$ cat src/rtl/adv_data_type_finder_top_macros.svh
// Assertion macros shared by the advertising data type finder RTL.
`ifndef ADV_DATA_TYPE_FINDER_TOP_MACROS_SVH
`define ADV_DATA_TYPE_FINDER_TOP_MACROS_SVH

// Same-cycle implication, checked on every rising clock edge outside reset.
`define ADT_ASSERT_NOW(lbl, ante, cons, msg) \
   lbl: assert property (@(posedge clock) disable iff (reset) (ante) |-> (cons)) \
      else $error(msg);

// Next-cycle implication, checked on every rising clock edge outside reset.
`define ADT_ASSERT_NEXT(lbl, ante, cons, msg) \
   lbl: assert property (@(posedge clock) disable iff (reset) (ante) |=> (cons)) \
      else $error(msg);

`endif

$ cat src/rtl/adt_pkg.sv
// Types and constants of the advertising data type finder.
package adt_pkg;

   localparam int BYTE_W   = 8;
   localparam int OFFSET_W = 6;
   localparam int LENGTH_W = 8;
   localparam int SUM_W    = 9;

   localparam logic [BYTE_W-1:0] TYPE_MIN     = 8'h01;
   localparam logic [BYTE_W-1:0] TYPE_MAX     = 8'h21;
   localparam logic [BYTE_W-1:0] TYPE_ANY     = 8'hFF;
   localparam logic [BYTE_W-1:0] WANTED_RESET = 8'h09;

   // Register index of wanted_type, decoded from paddr[2].
   localparam logic CSR_WANTED_IDX = 1'b0;

   typedef enum logic [1:0] {
      PH_DONE   = 2'd0,
      PH_LENGTH = 2'd1,
      PH_TYPE   = 2'd2,
      PH_SKIP   = 2'd3
   } phase_type;

   typedef enum logic [1:0] {
      ST_FOUND     = 2'd0,
      ST_NOT_FOUND = 2'd1,
      ST_INVALID   = 2'd2
   } status_type;

   typedef struct packed {
      logic                hit;
      status_type          status;
      logic [OFFSET_W-1:0] value_offset;
      logic [LENGTH_W-1:0] value_length;
   } result_type;

endpackage

$ cat src/rtl/adt_csr.sv
// APB-style register port holding the wanted advertising data type.
module adt_csr
   import adt_pkg::*;
(
   input  logic              clock,
   input  logic              reset,
   input  logic              csr_psel,
   input  logic              csr_penable,
   input  logic              csr_pwrite,
   input  logic [2:0]        csr_paddr,
   input  logic [31:0]       csr_pwdata,
   output logic [31:0]       csr_prdata,
   output logic              csr_pready,
   output logic [BYTE_W-1:0] wanted_type
);

   logic [BYTE_W-1:0] wanted_ff;
   logic [BYTE_W-1:0] wanted_in;
   logic              wr_en;
   logic              sel_wanted;

   // Registers are word aligned, so only bit 2 picks the register.
   assign sel_wanted = (csr_paddr[2] == CSR_WANTED_IDX);
   assign wr_en      = csr_psel && csr_penable && csr_pwrite && csr_pready;
   assign csr_pready = 1'b1;

   always_comb begin
      wanted_in = wanted_ff;
      if (wr_en && sel_wanted) begin
         wanted_in = csr_pwdata[BYTE_W-1:0];
      end
   end

   always_ff @(posedge clock) begin
      if (reset) begin
         wanted_ff <= WANTED_RESET;
      end else begin
         wanted_ff <= wanted_in;
      end
   end

   assign csr_prdata  = sel_wanted ? {24'd0, wanted_ff} : 32'd0;
   assign wanted_type = wanted_ff;

endmodule

$ cat src/rtl/adt_walker.sv
// Length-type-value walker: parse state and the result of the current byte.
`include "adv_data_type_finder_top_macros.svh"
module adt_walker
   import adt_pkg::*;
#(
   parameter int BUFFER_LIMIT = 62
)
(
   input  logic              clock,
   input  logic              reset,
   input  logic [BYTE_W-1:0] wanted_type,
   input  logic              fire,
   input  logic [BYTE_W-1:0] adv_byte,
   input  logic              start_req,
   output result_type        res
);

   localparam int POS_W = $clog2(BUFFER_LIMIT);
   localparam logic [SUM_W-1:0] LIMIT_SUM = SUM_W'(BUFFER_LIMIT);
   localparam logic [POS_W-1:0] POS_MAX   = POS_W'(BUFFER_LIMIT - 1);

   phase_type         phase_ff, phase_in;
   logic [POS_W-1:0]  pos_ff, pos_in;
   logic [BYTE_W-1:0] len_ff, len_in;
   logic [BYTE_W-1:0] skip_ff, skip_in;

   phase_type         eff_phase;
   logic [POS_W-1:0]  eff_pos;
   logic [BYTE_W-1:0] eff_len;
   logic [BYTE_W-1:0] eff_skip;
   logic [SUM_W-1:0]  pos_inc;
   logic [SUM_W-1:0]  pos_len_sum;
   logic [BYTE_W-1:0] len_minus;
   logic [BYTE_W-1:0] skip_minus;
   logic              invalid_cfg;
   logic              length_stop;
   logic              type_hit;
   logic              type_stop;

   // A start drops any parse in progress and, unless the wanted type is invalid, opens on a length byte.
   assign invalid_cfg = ((wanted_type < TYPE_MIN) || (wanted_type > TYPE_MAX)) &&
                        (wanted_type != TYPE_ANY);
   assign eff_phase   = start_req ? PH_LENGTH : phase_ff;
   assign eff_pos     = start_req ? '0 : pos_ff;
   assign eff_len     = start_req ? '0 : len_ff;
   assign eff_skip    = start_req ? '0 : skip_ff;

   assign pos_inc     = SUM_W'(eff_pos) + SUM_W'(1);
   assign pos_len_sum = SUM_W'(eff_pos) + SUM_W'(eff_len);
   assign len_minus   = eff_len - BYTE_W'(1);
   assign skip_minus  = eff_skip - BYTE_W'(1);

   assign length_stop = (adv_byte == '0) || (pos_inc >= LIMIT_SUM);
   assign type_hit    = (adv_byte == wanted_type);
   assign type_stop   = (pos_len_sum >= LIMIT_SUM);

   // Next state.
   always_comb begin
      phase_in = phase_ff;
      pos_in   = pos_ff;
      len_in   = len_ff;
      skip_in  = skip_ff;
      if (fire) begin
         pos_in  = eff_pos;
         len_in  = eff_len;
         skip_in = eff_skip;
         if (start_req && invalid_cfg) begin
            phase_in = PH_DONE;
         end else begin
            case (eff_phase)
               PH_LENGTH: begin
                  if (length_stop) begin
                     phase_in = PH_DONE;
                  end else begin
                     len_in   = adv_byte;
                     pos_in   = pos_inc[POS_W-1:0];
                     phase_in = PH_TYPE;
                  end
               end
               PH_TYPE: begin
                  if (type_hit || type_stop) begin
                     phase_in = PH_DONE;
                  end else begin
                     skip_in  = len_minus;
                     pos_in   = pos_inc[POS_W-1:0];
                     phase_in = (len_minus != '0) ? PH_SKIP : PH_LENGTH;
                  end
               end
               PH_SKIP: begin
                  skip_in  = skip_minus;
                  pos_in   = pos_inc[POS_W-1:0];
                  phase_in = (skip_minus == '0) ? PH_LENGTH : PH_SKIP;
               end
               default: begin
                  phase_in = PH_DONE;
               end
            endcase
         end
      end
   end

   // Result of the current byte.
   always_comb begin
      res.hit          = 1'b0;
      res.status       = ST_NOT_FOUND;
      res.value_offset = '0;
      res.value_length = '0;
      if (start_req && invalid_cfg) begin
         res.hit    = 1'b1;
         res.status = ST_INVALID;
      end else begin
         case (eff_phase)
            PH_LENGTH: begin
               res.hit = length_stop;
            end
            PH_TYPE: begin
               if (type_hit) begin
                  res.hit          = 1'b1;
                  res.status       = ST_FOUND;
                  res.value_offset = pos_inc[OFFSET_W-1:0];
                  res.value_length = len_minus;
               end else begin
                  res.hit = type_stop;
               end
            end
            default: begin
               res.hit = 1'b0;
            end
         endcase
      end
   end

   always_ff @(posedge clock) begin
      if (reset) begin
         phase_ff <= PH_DONE;
         pos_ff   <= '0;
         len_ff   <= '0;
         skip_ff  <= '0;
      end else begin
         phase_ff <= phase_in;
         pos_ff   <= pos_in;
         len_ff   <= len_in;
         skip_ff  <= skip_in;
      end
   end

   `ADT_ASSERT_NEXT(a_result_ends_parse, fire && res.hit, phase_ff == PH_DONE,
      "parse continued after a result")
   `ADT_ASSERT_NOW(a_invalid_on_start, fire && res.hit && res.status == ST_INVALID,
      start_req, "invalid_type reported on a byte without start")
   `ADT_ASSERT_NOW(a_skip_nonzero, phase_ff == PH_SKIP, skip_ff != '0,
      "skip phase with nothing left to skip")
   `ADT_ASSERT_NOW(a_pos_bound, phase_ff != PH_DONE, pos_ff <= POS_MAX,
      "byte position ran past the buffer limit")

endmodule

$ cat src/rtl/adv_data_type_finder_top.sv
// Top level of the advertising data type finder: input and result registers.
//
// The block searches a BLE advertising payload for a wanted AD type.
// Payload words enter on the req_ stream, one byte per word; req_tuser is
// high on the first byte of a payload, which is also its first length byte.
// The wanted type is set through the csr_ port (register 0 at address 0,
// reset value 0x09). The user must write it only while no payload word is
// in flight; the block itself does not enforce this. Per payload at most
// one result word leaves on the rsp_ stream: found with the value offset
// and length, not_found when a zero length byte is seen or the structures
// run to the buffer limit, or invalid_type on the start byte when the
// wanted type is not 0x01..0x21 or 0xFF. Other bytes give no word.
// The byte sits in the input register while the walker decides it, and the
// result register loads the walker's result when it is empty or being
// drained. Throughput is one word per cycle while the result register is
// free, set by the single input register and the single result register
// with the walker between them. When rsp_tready is low, the result holds
// and req_tready stays high until the input register is also occupied. Reset
// empties both registers and leaves the walker waiting for a start byte.
`include "adv_data_type_finder_top_macros.svh"
module adv_data_type_finder_top
   import adt_pkg::*;
#(
   parameter int BUFFER_LIMIT = 62
)
(
   input  logic        clock,
   input  logic        reset,
   input  logic        req_tvalid,
   output logic        req_tready,
   input  logic [7:0]  req_tdata,   // [7:0] adv_byte
   input  logic        req_tuser,   // [0] start_req
   output logic        rsp_tvalid,
   input  logic        rsp_tready,
   output logic [15:0] rsp_tdata,   // [1:0] status, [7:2] value_offset, [15:8] value_length
   input  logic        csr_psel,
   input  logic        csr_penable,
   input  logic        csr_pwrite,
   input  logic [2:0]  csr_paddr,
   input  logic [31:0] csr_pwdata,
   output logic [31:0] csr_prdata,
   output logic        csr_pready
);

   logic [BYTE_W-1:0] wanted_type;
   result_type        res;

   // Input register.
   logic              in_valid_ff, in_valid_in;
   logic [BYTE_W-1:0] in_byte_ff, in_byte_in;
   logic              in_start_ff, in_start_in;

   // Result register.
   logic                rsp_valid_ff, rsp_valid_in;
   status_type          rsp_status_ff, rsp_status_in;
   logic [OFFSET_W-1:0] rsp_offset_ff, rsp_offset_in;
   logic [LENGTH_W-1:0] rsp_length_ff, rsp_length_in;

   logic req_accept;
   logic out_free;
   logic fire;

   adt_csr u_csr (
      .clock       (clock),
      .reset       (reset),
      .csr_psel    (csr_psel),
      .csr_penable (csr_penable),
      .csr_pwrite  (csr_pwrite),
      .csr_paddr   (csr_paddr),
      .csr_pwdata  (csr_pwdata),
      .csr_prdata  (csr_prdata),
      .csr_pready  (csr_pready),
      .wanted_type (wanted_type)
   );

   adt_walker #(
      .BUFFER_LIMIT (BUFFER_LIMIT)
   ) u_walker (
      .clock       (clock),
      .reset       (reset),
      .wanted_type (wanted_type),
      .fire        (fire),
      .adv_byte    (in_byte_ff),
      .start_req   (in_start_ff),
      .res         (res)
   );

   // The result register can take a new word when empty or being drained;
   // the walker steps only then, so a stalled result never gets overwritten.
   assign out_free   = !rsp_valid_ff || rsp_tready;
   assign fire       = in_valid_ff && out_free;
   assign req_tready = !in_valid_ff || out_free;
   assign req_accept = req_tvalid && req_tready;

   always_comb begin
      in_valid_in = in_valid_ff;
      in_byte_in  = in_byte_ff;
      in_start_in = in_start_ff;
      if (req_accept) begin
         in_valid_in = 1'b1;
         in_byte_in  = req_tdata;
         in_start_in = req_tuser;
      end else if (fire) begin
         in_valid_in = 1'b0;
      end
   end

   always_comb begin
      rsp_status_in = rsp_status_ff;
      rsp_offset_in = rsp_offset_ff;
      rsp_length_in = rsp_length_ff;
      if (fire) begin
         rsp_valid_in = res.hit;
         if (res.hit) begin
            rsp_status_in = res.status;
            rsp_offset_in = res.value_offset;
            rsp_length_in = res.value_length;
         end
      end else begin
         rsp_valid_in = rsp_valid_ff && !rsp_tready;
      end
   end

   always_ff @(posedge clock) begin
      if (reset) begin
         in_valid_ff  <= 1'b0;
         rsp_valid_ff <= 1'b0;
      end else begin
         in_valid_ff  <= in_valid_in;
         rsp_valid_ff <= rsp_valid_in;
      end
   end

   always_ff @(posedge clock) begin
      in_byte_ff    <= in_byte_in;
      in_start_ff   <= in_start_in;
      rsp_status_ff <= rsp_status_in;
      rsp_offset_ff <= rsp_offset_in;
      rsp_length_ff <= rsp_length_in;
   end

   assign rsp_tvalid = rsp_valid_ff;
   assign rsp_tdata  = {rsp_length_ff, rsp_offset_ff, rsp_status_ff};

   `ADT_ASSERT_NOW(a_miss_fields_zero, rsp_valid_ff && rsp_status_ff != ST_FOUND,
      rsp_offset_ff == '0 && rsp_length_ff == '0,
      "non-found result carries an offset or a length")

endmodule

$ cat config.mk
export PLATFORM = sky130hd
export DESIGN_NAME = adv_data_type_finder_top
export DESIGN_NICKNAME = d
export VERILOG_FILES = /design/src/rtl/adt_pkg.sv /design/src/rtl/adt_csr.sv /design/src/rtl/adt_walker.sv /design/src/rtl/adv_data_type_finder_top.sv
export VERILOG_INCLUDE_DIRS = /design/src /design/src/rtl
export SDC_FILE = /design/constraint.sdc
export NUM_CORES = 1
export LEC_CHECK = 0
export ABC_AREA = 0
export BUFFER_PORTS_ARGS = -buffer_cell sky130_fd_sc_hd__buf_2
export CAP_MARGIN = 20
export CORE_AREA = 8 8 95 97
export CTS_CLUSTER_SIZE = 16
export DETAILED_ROUTE_END_ITERATION = 8
export DIE_AREA = 0 0 103 105
export PLACE_DENSITY_LB_ADDON = 0.25
export SLEW_MARGIN = 30
export SYNTH_ARGS = -nofsm -noshare
export SYNTH_HDL_FRONTEND = slang
export SYNTH_HIERARCHICAL = 1
export SYNTH_SLANG_ARGS = --single-unit
$ cat constraint.sdc
create_clock -name clock -period 5.3 [get_ports clock]
set_input_delay 1.06 -clock clock [delete_from_list [all_inputs] [get_ports clock]]
set_output_delay 1.06 -clock clock [all_outputs]
set_load 0.01 [all_outputs]
# Word level (Yosys, flattened, before mapping)
# Cells that the tools add are included.
[totals] output_inout_bits=51 elab_cells=79 reg_bits=59 inputBits=51
[classes] mux=29 add_sub_neg=4 order_cmp=4 reduce_logical=22 n_bitwise=3 eq_ne=5
[op_table] operator="8-bit 2-to-1 mux" n=8
[op_table] operator="6-bit 2-to-1 mux" n=4
[op_table] operator="9-bit by 6-bit >= comparator with 1-bit output, second input constant" n=2
[op_table] operator="6-bit case mux with 3 select lines" n=1
[op_table] operator="8-bit zero test" n=2
[op_table] operator="16-bit 2-to-1 mux" n=1
[op_table] operator="8-bit case mux with 2 select lines" n=1
[op_table] operator="8-bit by 1-bit subtractor with 8-bit output, second input constant" n=2
[op_table] operator="15-bit 2-to-1 mux" n=1
[op_table] operator="2-bit 2-to-1 mux" n=6
[op_table] operator="6-bit by 8-bit adder with 9-bit output" n=1
[op_table] operator="8-bit == test" n=1
[op_table] operator="8-bit by 6-bit > comparator with 1-bit output, second input constant" n=1
[op_table] operator="1-bit logical AND" n=8
[op_table] operator="8-bit by 1-bit < comparator with 1-bit output, second input constant" n=1
[op_table] operator="8-bit != test, second input constant" n=1
[op_table] operator="8-bit nonzero test" n=1
[op_table] operator="6-bit by 1-bit adder with 7-bit output, second input constant" n=1
[op_table] operator="2-bit case mux with 3 select lines" n=1
[op_table] operator="1-bit logical OR" n=5
[op_table] operator="2-bit == test, second input constant" n=2
[op_table] operator="1-bit 2-to-1 mux" n=4
[op_table] operator="1-bit zero test" n=3
[op_table] operator="3-bit 2-to-1 mux" n=1
[op_table] operator="6 further kinds" n=8

# Logic depth before layout (Yosys ltp)
[depth] word_depth=7 depth_mapped=16 mapped_depth_nobuf=14

# Hierarchy
# The synthesis kept the hierarchy.
[modules_own_cells] module="adt_walker" seq_area_each_um2=480.5 cells_each=326 n_inst=1 area_per_inst_um2=2459.9
[modules_own_cells] module="adv_data_type_finder_top" seq_area_each_um2=790.8 cells_each=36 n_inst=1 area_per_inst_um2=857.1
[modules_own_cells] module="adt_csr" seq_area_each_um2=160.2 cells_each=70 n_inst=1 area_per_inst_um2=620.6

# Least setup slack after synthesis
# No wires, ideal clock.
[synth_timing] path_type="register to register" start="register in_start_ff" end="register rsp_length_ff[0] (enable)" required_ps=4910 arrival_time_ps=3604 n_path_buf=2 slack_ps=1306 path_stages_with_launch=17 cell_sequence="edfxtp_1 -> inv_1 -> clkbuf_1 -> clkbuf_1 -> nand2_1 -> inv_1 -> ha_1 -> ha_1 -> a21oi_2 -> or3_1 -> a211o_1 -> o211ai_1 -> o21ai_1 -> a21oi_1 -> or2_1 -> nand2_1 -> nor2b_1"
[synth_rtl] item="start, declared" line="adv_data_type_finder_top.sv:51" text="logic in_start_ff, in_start_in;"
[synth_rtl] item="start signal, assigned" line="adv_data_type_finder_top.sv:136" text="in_start_ff <= in_start_in;"
[synth_rtl] item="end signal, assigned" line="adv_data_type_finder_top.sv:139" text="rsp_length_ff <= rsp_length_in;"
[synth_rtl] item="end, declared" line="adv_data_type_finder_top.sv:57" text="logic [LENGTH_W-1:0] rsp_length_ff, rsp_length_in;"

==> results_dict.tcl <==
set metrics [dict create \
    outcome "complete, no violations" \
    ys_warn_count 6 \
    ys_ff_latch 59 \
    met3_length_um 818 \
    hold_violations 0 \
    die_area_mm2 0.01082 \
    rsz0062_at_grt "false" \
    coreArea_mm2 0.007527 \
    total_power_w 0.001032 \
    cts_sinks 59 \
    cp.required_ps 5330 \
    synth_area_mm2 0.003938 \
    p_leak_nw 1.749 \
    drive_gt1_frac 0.1899 \
    grt_max_degree 35 \
    period_needed_ps 3651 \
    p_per_area_mw_per_mm2 238.8 \
    cts_root_buffer "clkbuf_8" \
    cts.clk_slew.worst_paths_ps 70 \
    timing.final.crit_share 0.6888 \
    hp-class "reg -> reg" \
    synthArstFlopShare 0 \
    worstSetupPathType "reg -> reg" \
    pin_count 102 \
    ctsResizeCount 0 \
    cts.path.max_buffers 2 \
    worstMarginPinSlew_ps 721.9 \
    grtUsageTotal 0.1741 \
    first_pass_iters 4 \
    die_y_um 105 \
    totalWireLength_um 9186 \
    start_kind "flop" \
    antenna_left 0 \
    wl_per_cell_um 15.95 \
    vias_per_cell 5.729 \
    synth_edf_count 25 \
    start_util 0.5231 \
    antenna_found_initial 0 \
    n_antenna_cell 0 \
    finalWeightedCongestion 0.8838 \
    grt_pass1_wl_um 15170 \
    ir_drop_mv 0.1621 \
    setup_viol 0 \
    finalClockSkew_ps 3.914 \
    dp_hpwl_um 6851 \
    worstSetupEndpointType "flop" \
    maxSlewHeadroom 0.5165 \
    synth_cells 432 \
    cp_max_fo 16 \
    cts_setup_buffers 0 \
    drt_iter0_markers 194 \
    cts_buffers 9 \
    tns_ps 0 \
    yosysSeqAreaShare 0.3635 \
    overflow 0 \
    maxCapViolations 0 \
    wl_met1_um 3964 \
    h-tree-depth 3 \
    syn_to_final_growth_pct 9.692 \
    cts_hold_repair.buffers 0 \
    clock.fmax_mhz 273.9 \
    critPathArrivalTime_ps 3680 \
    route.detailed.drc 0 \
    ys.flop_type "dfxtp_1" \
    top_layer "met4" \
    std_cell_rows 32 \
    avgSynthCellArea_um2 9.115 \
    grt_pass1_vias 3200 \
    cts_tree "done" \
    dieWidth_um 103 \
    met2_length_um 4117 \
    clock_latency_ps 340 \
    dr_total_vias 3300 \
    portBuffers 50 \
    final_nets 532 \
    synthDistinctLibCells 72 \
    finalMaxSlewViolations 0 \
]
[routing by layer]
layer | vias up | GRT usage
li1 | 1584 | -
met1 | 1527 | 0.2187
met2 | 161 | 0.2638
met3 | 28 | 0.04380
met4 | 0 | 0.09721
met5 | - | 0
[worst max-delay path, stage by stage (launching register included)]
cell	delay, ps
edfxtp_1	580
nor2b_1	360
ha_1	290
ha_1	200
a21oi_2	70
or3_1	420
a211o_1	330
o211ai_1	260
o21ai_1	140
a21oi_1	130
or2_1	130
nand2_1	70
nor2b_1	110
buf_4	230
[where the power goes]
group,internal [W],switching [W],total (W)
sequential,0.000482,0.0000143,0.000496
combinational,0.0000374,0.0000580,0.0000954
clock,0.000262,0.000178,0.000440
[metrics by stage]
stage,cell area [um2],hold WS [ps],setup WS [ps],util,std cells
floorplan,4024,441.4,1306,-,455
global placement,4103,451.1,1729,0.5450,560
detailed placement,4103,467.5,1723,0.5450,560
CTS,4319,476.8,1677,0.5738,576
global route,4319,503.0,1314,0.5738,576
finish,4319,471.3,1649,0.5738,576
[logic make-up (layout without fill, tap and decap cells)]
kind of cell / count (synthesis) / in the layout / share of synthesized area
buffers and inverters: 66 / 85 / 0.09692
muxes: 10 / 10 / 0.02574
AOI/OAI and AO/OA: 108 / 108 / 0.2015
DFF: 59 / 59 / 0.3635
adders and majority gates: 13 / 13 / 0.04067
xor gates and xnor gates: 26 / 26 / 0.05783
and+or+nand+nor: 148 / 148 / 0.2119
other: 2 / 25 / 0.001907
[final timing paths]
check,start,end,slack [ps],cells after the start
worst max-delay path,in_start_ff$_DFFE_PP_,rsp_length_ff[3]$_DFFE_PP_,1650,13
worst min-delay path,u_walker/phase_ff[0]$_SDFFE_PP0P_,u_walker/phase_ff[0]$_SDFFE_PP0P_,470,2
worst max register to register,in_start_ff$_DFFE_PP_,rsp_length_ff[3]$_DFFE_PP_,1650,13
worst min register to register,u_walker/phase_ff[0]$_SDFFE_PP0P_,u_walker/phase_ff[0]$_SDFFE_PP0P_,470,2
[sequential cells by signal, summed over array words and instances, names as in the netlist]
signal / count
in_valid_ff: 1
in_start_ff: 1
rsp_length_ff: 8
u_walker/pos_ff: 6
u_walker/skip_ff: 8
rsp_offset_ff: 6
u_walker/len_ff: 8
u_walker/phase_ff: 2
rsp_status_ff: 2
u_csr/wanted_type: 8
in_byte_ff: 8
rsp_tvalid: 1
[final cells by class]
type                    instances  area (um2)
clock buffers                   9       123.9
clock inverters                 7       92.59
fillers                       714        3208
inverters                      16       60.06
multi-input cells             330        2211
flip-flops and latches         59        1431
well taps                     102       127.6
repair buffers                 53       272.8
[placed cells by master (no fill, tap or decap), types with 19 or more instances in the layout]
cell type,n
xnor2_1,19
edfxtp_1,25
buf_2,50
dfxtp_1,34
nand2_1,24
nand2b_1,20
nor2_1,33
conb_1,25
[cells in the mapped netlist (4+ instances only)]
| cell | number | area share |
|---|---|---|
| a21o_1 | 5 | 0.0095 |
| a21oi_1 | 16 | 0.020 |
| a22o_1 | 6 | 0.013 |
| a22oi_1 | 10 | 0.019 |
| and2_1 | 5 | 0.0079 |
| and2b_2 | 8 | 0.018 |
| and3_1 | 4 | 0.0064 |
| buf_2 | 8 | 0.010 |
| buf_4 | 27 | 0.051 |
| clkbuf_1 | 11 | 0.010 |
| dfxtp_1 | 34 | 0.17 |
| edfxtp_1 | 25 | 0.19 |
| ha_1 | 12 | 0.038 |
| inv_1 | 16 | 0.015 |
| mux2i_1 | 9 | 0.023 |
| nand2_1 | 24 | 0.023 |
| nand2b_1 | 20 | 0.032 |
| nand3_1 | 6 | 0.0076 |
| nand4_1 | 6 | 0.0095 |
| nor2_1 | 33 | 0.031 |
| nor2b_1 | 6 | 0.0095 |
| nor3_1 | 12 | 0.015 |
| nor4_1 | 5 | 0.0079 |
| o211ai_1 | 6 | 0.011 |
| o21ai_0 | 16 | 0.020 |
| o21ai_1 | 8 | 0.010 |
| or3_1 | 4 | 0.0064 |
| xnor2_1 | 19 | 0.042 |
| xor2_1 | 7 | 0.016 |
(Power assumes the default switching activity.)
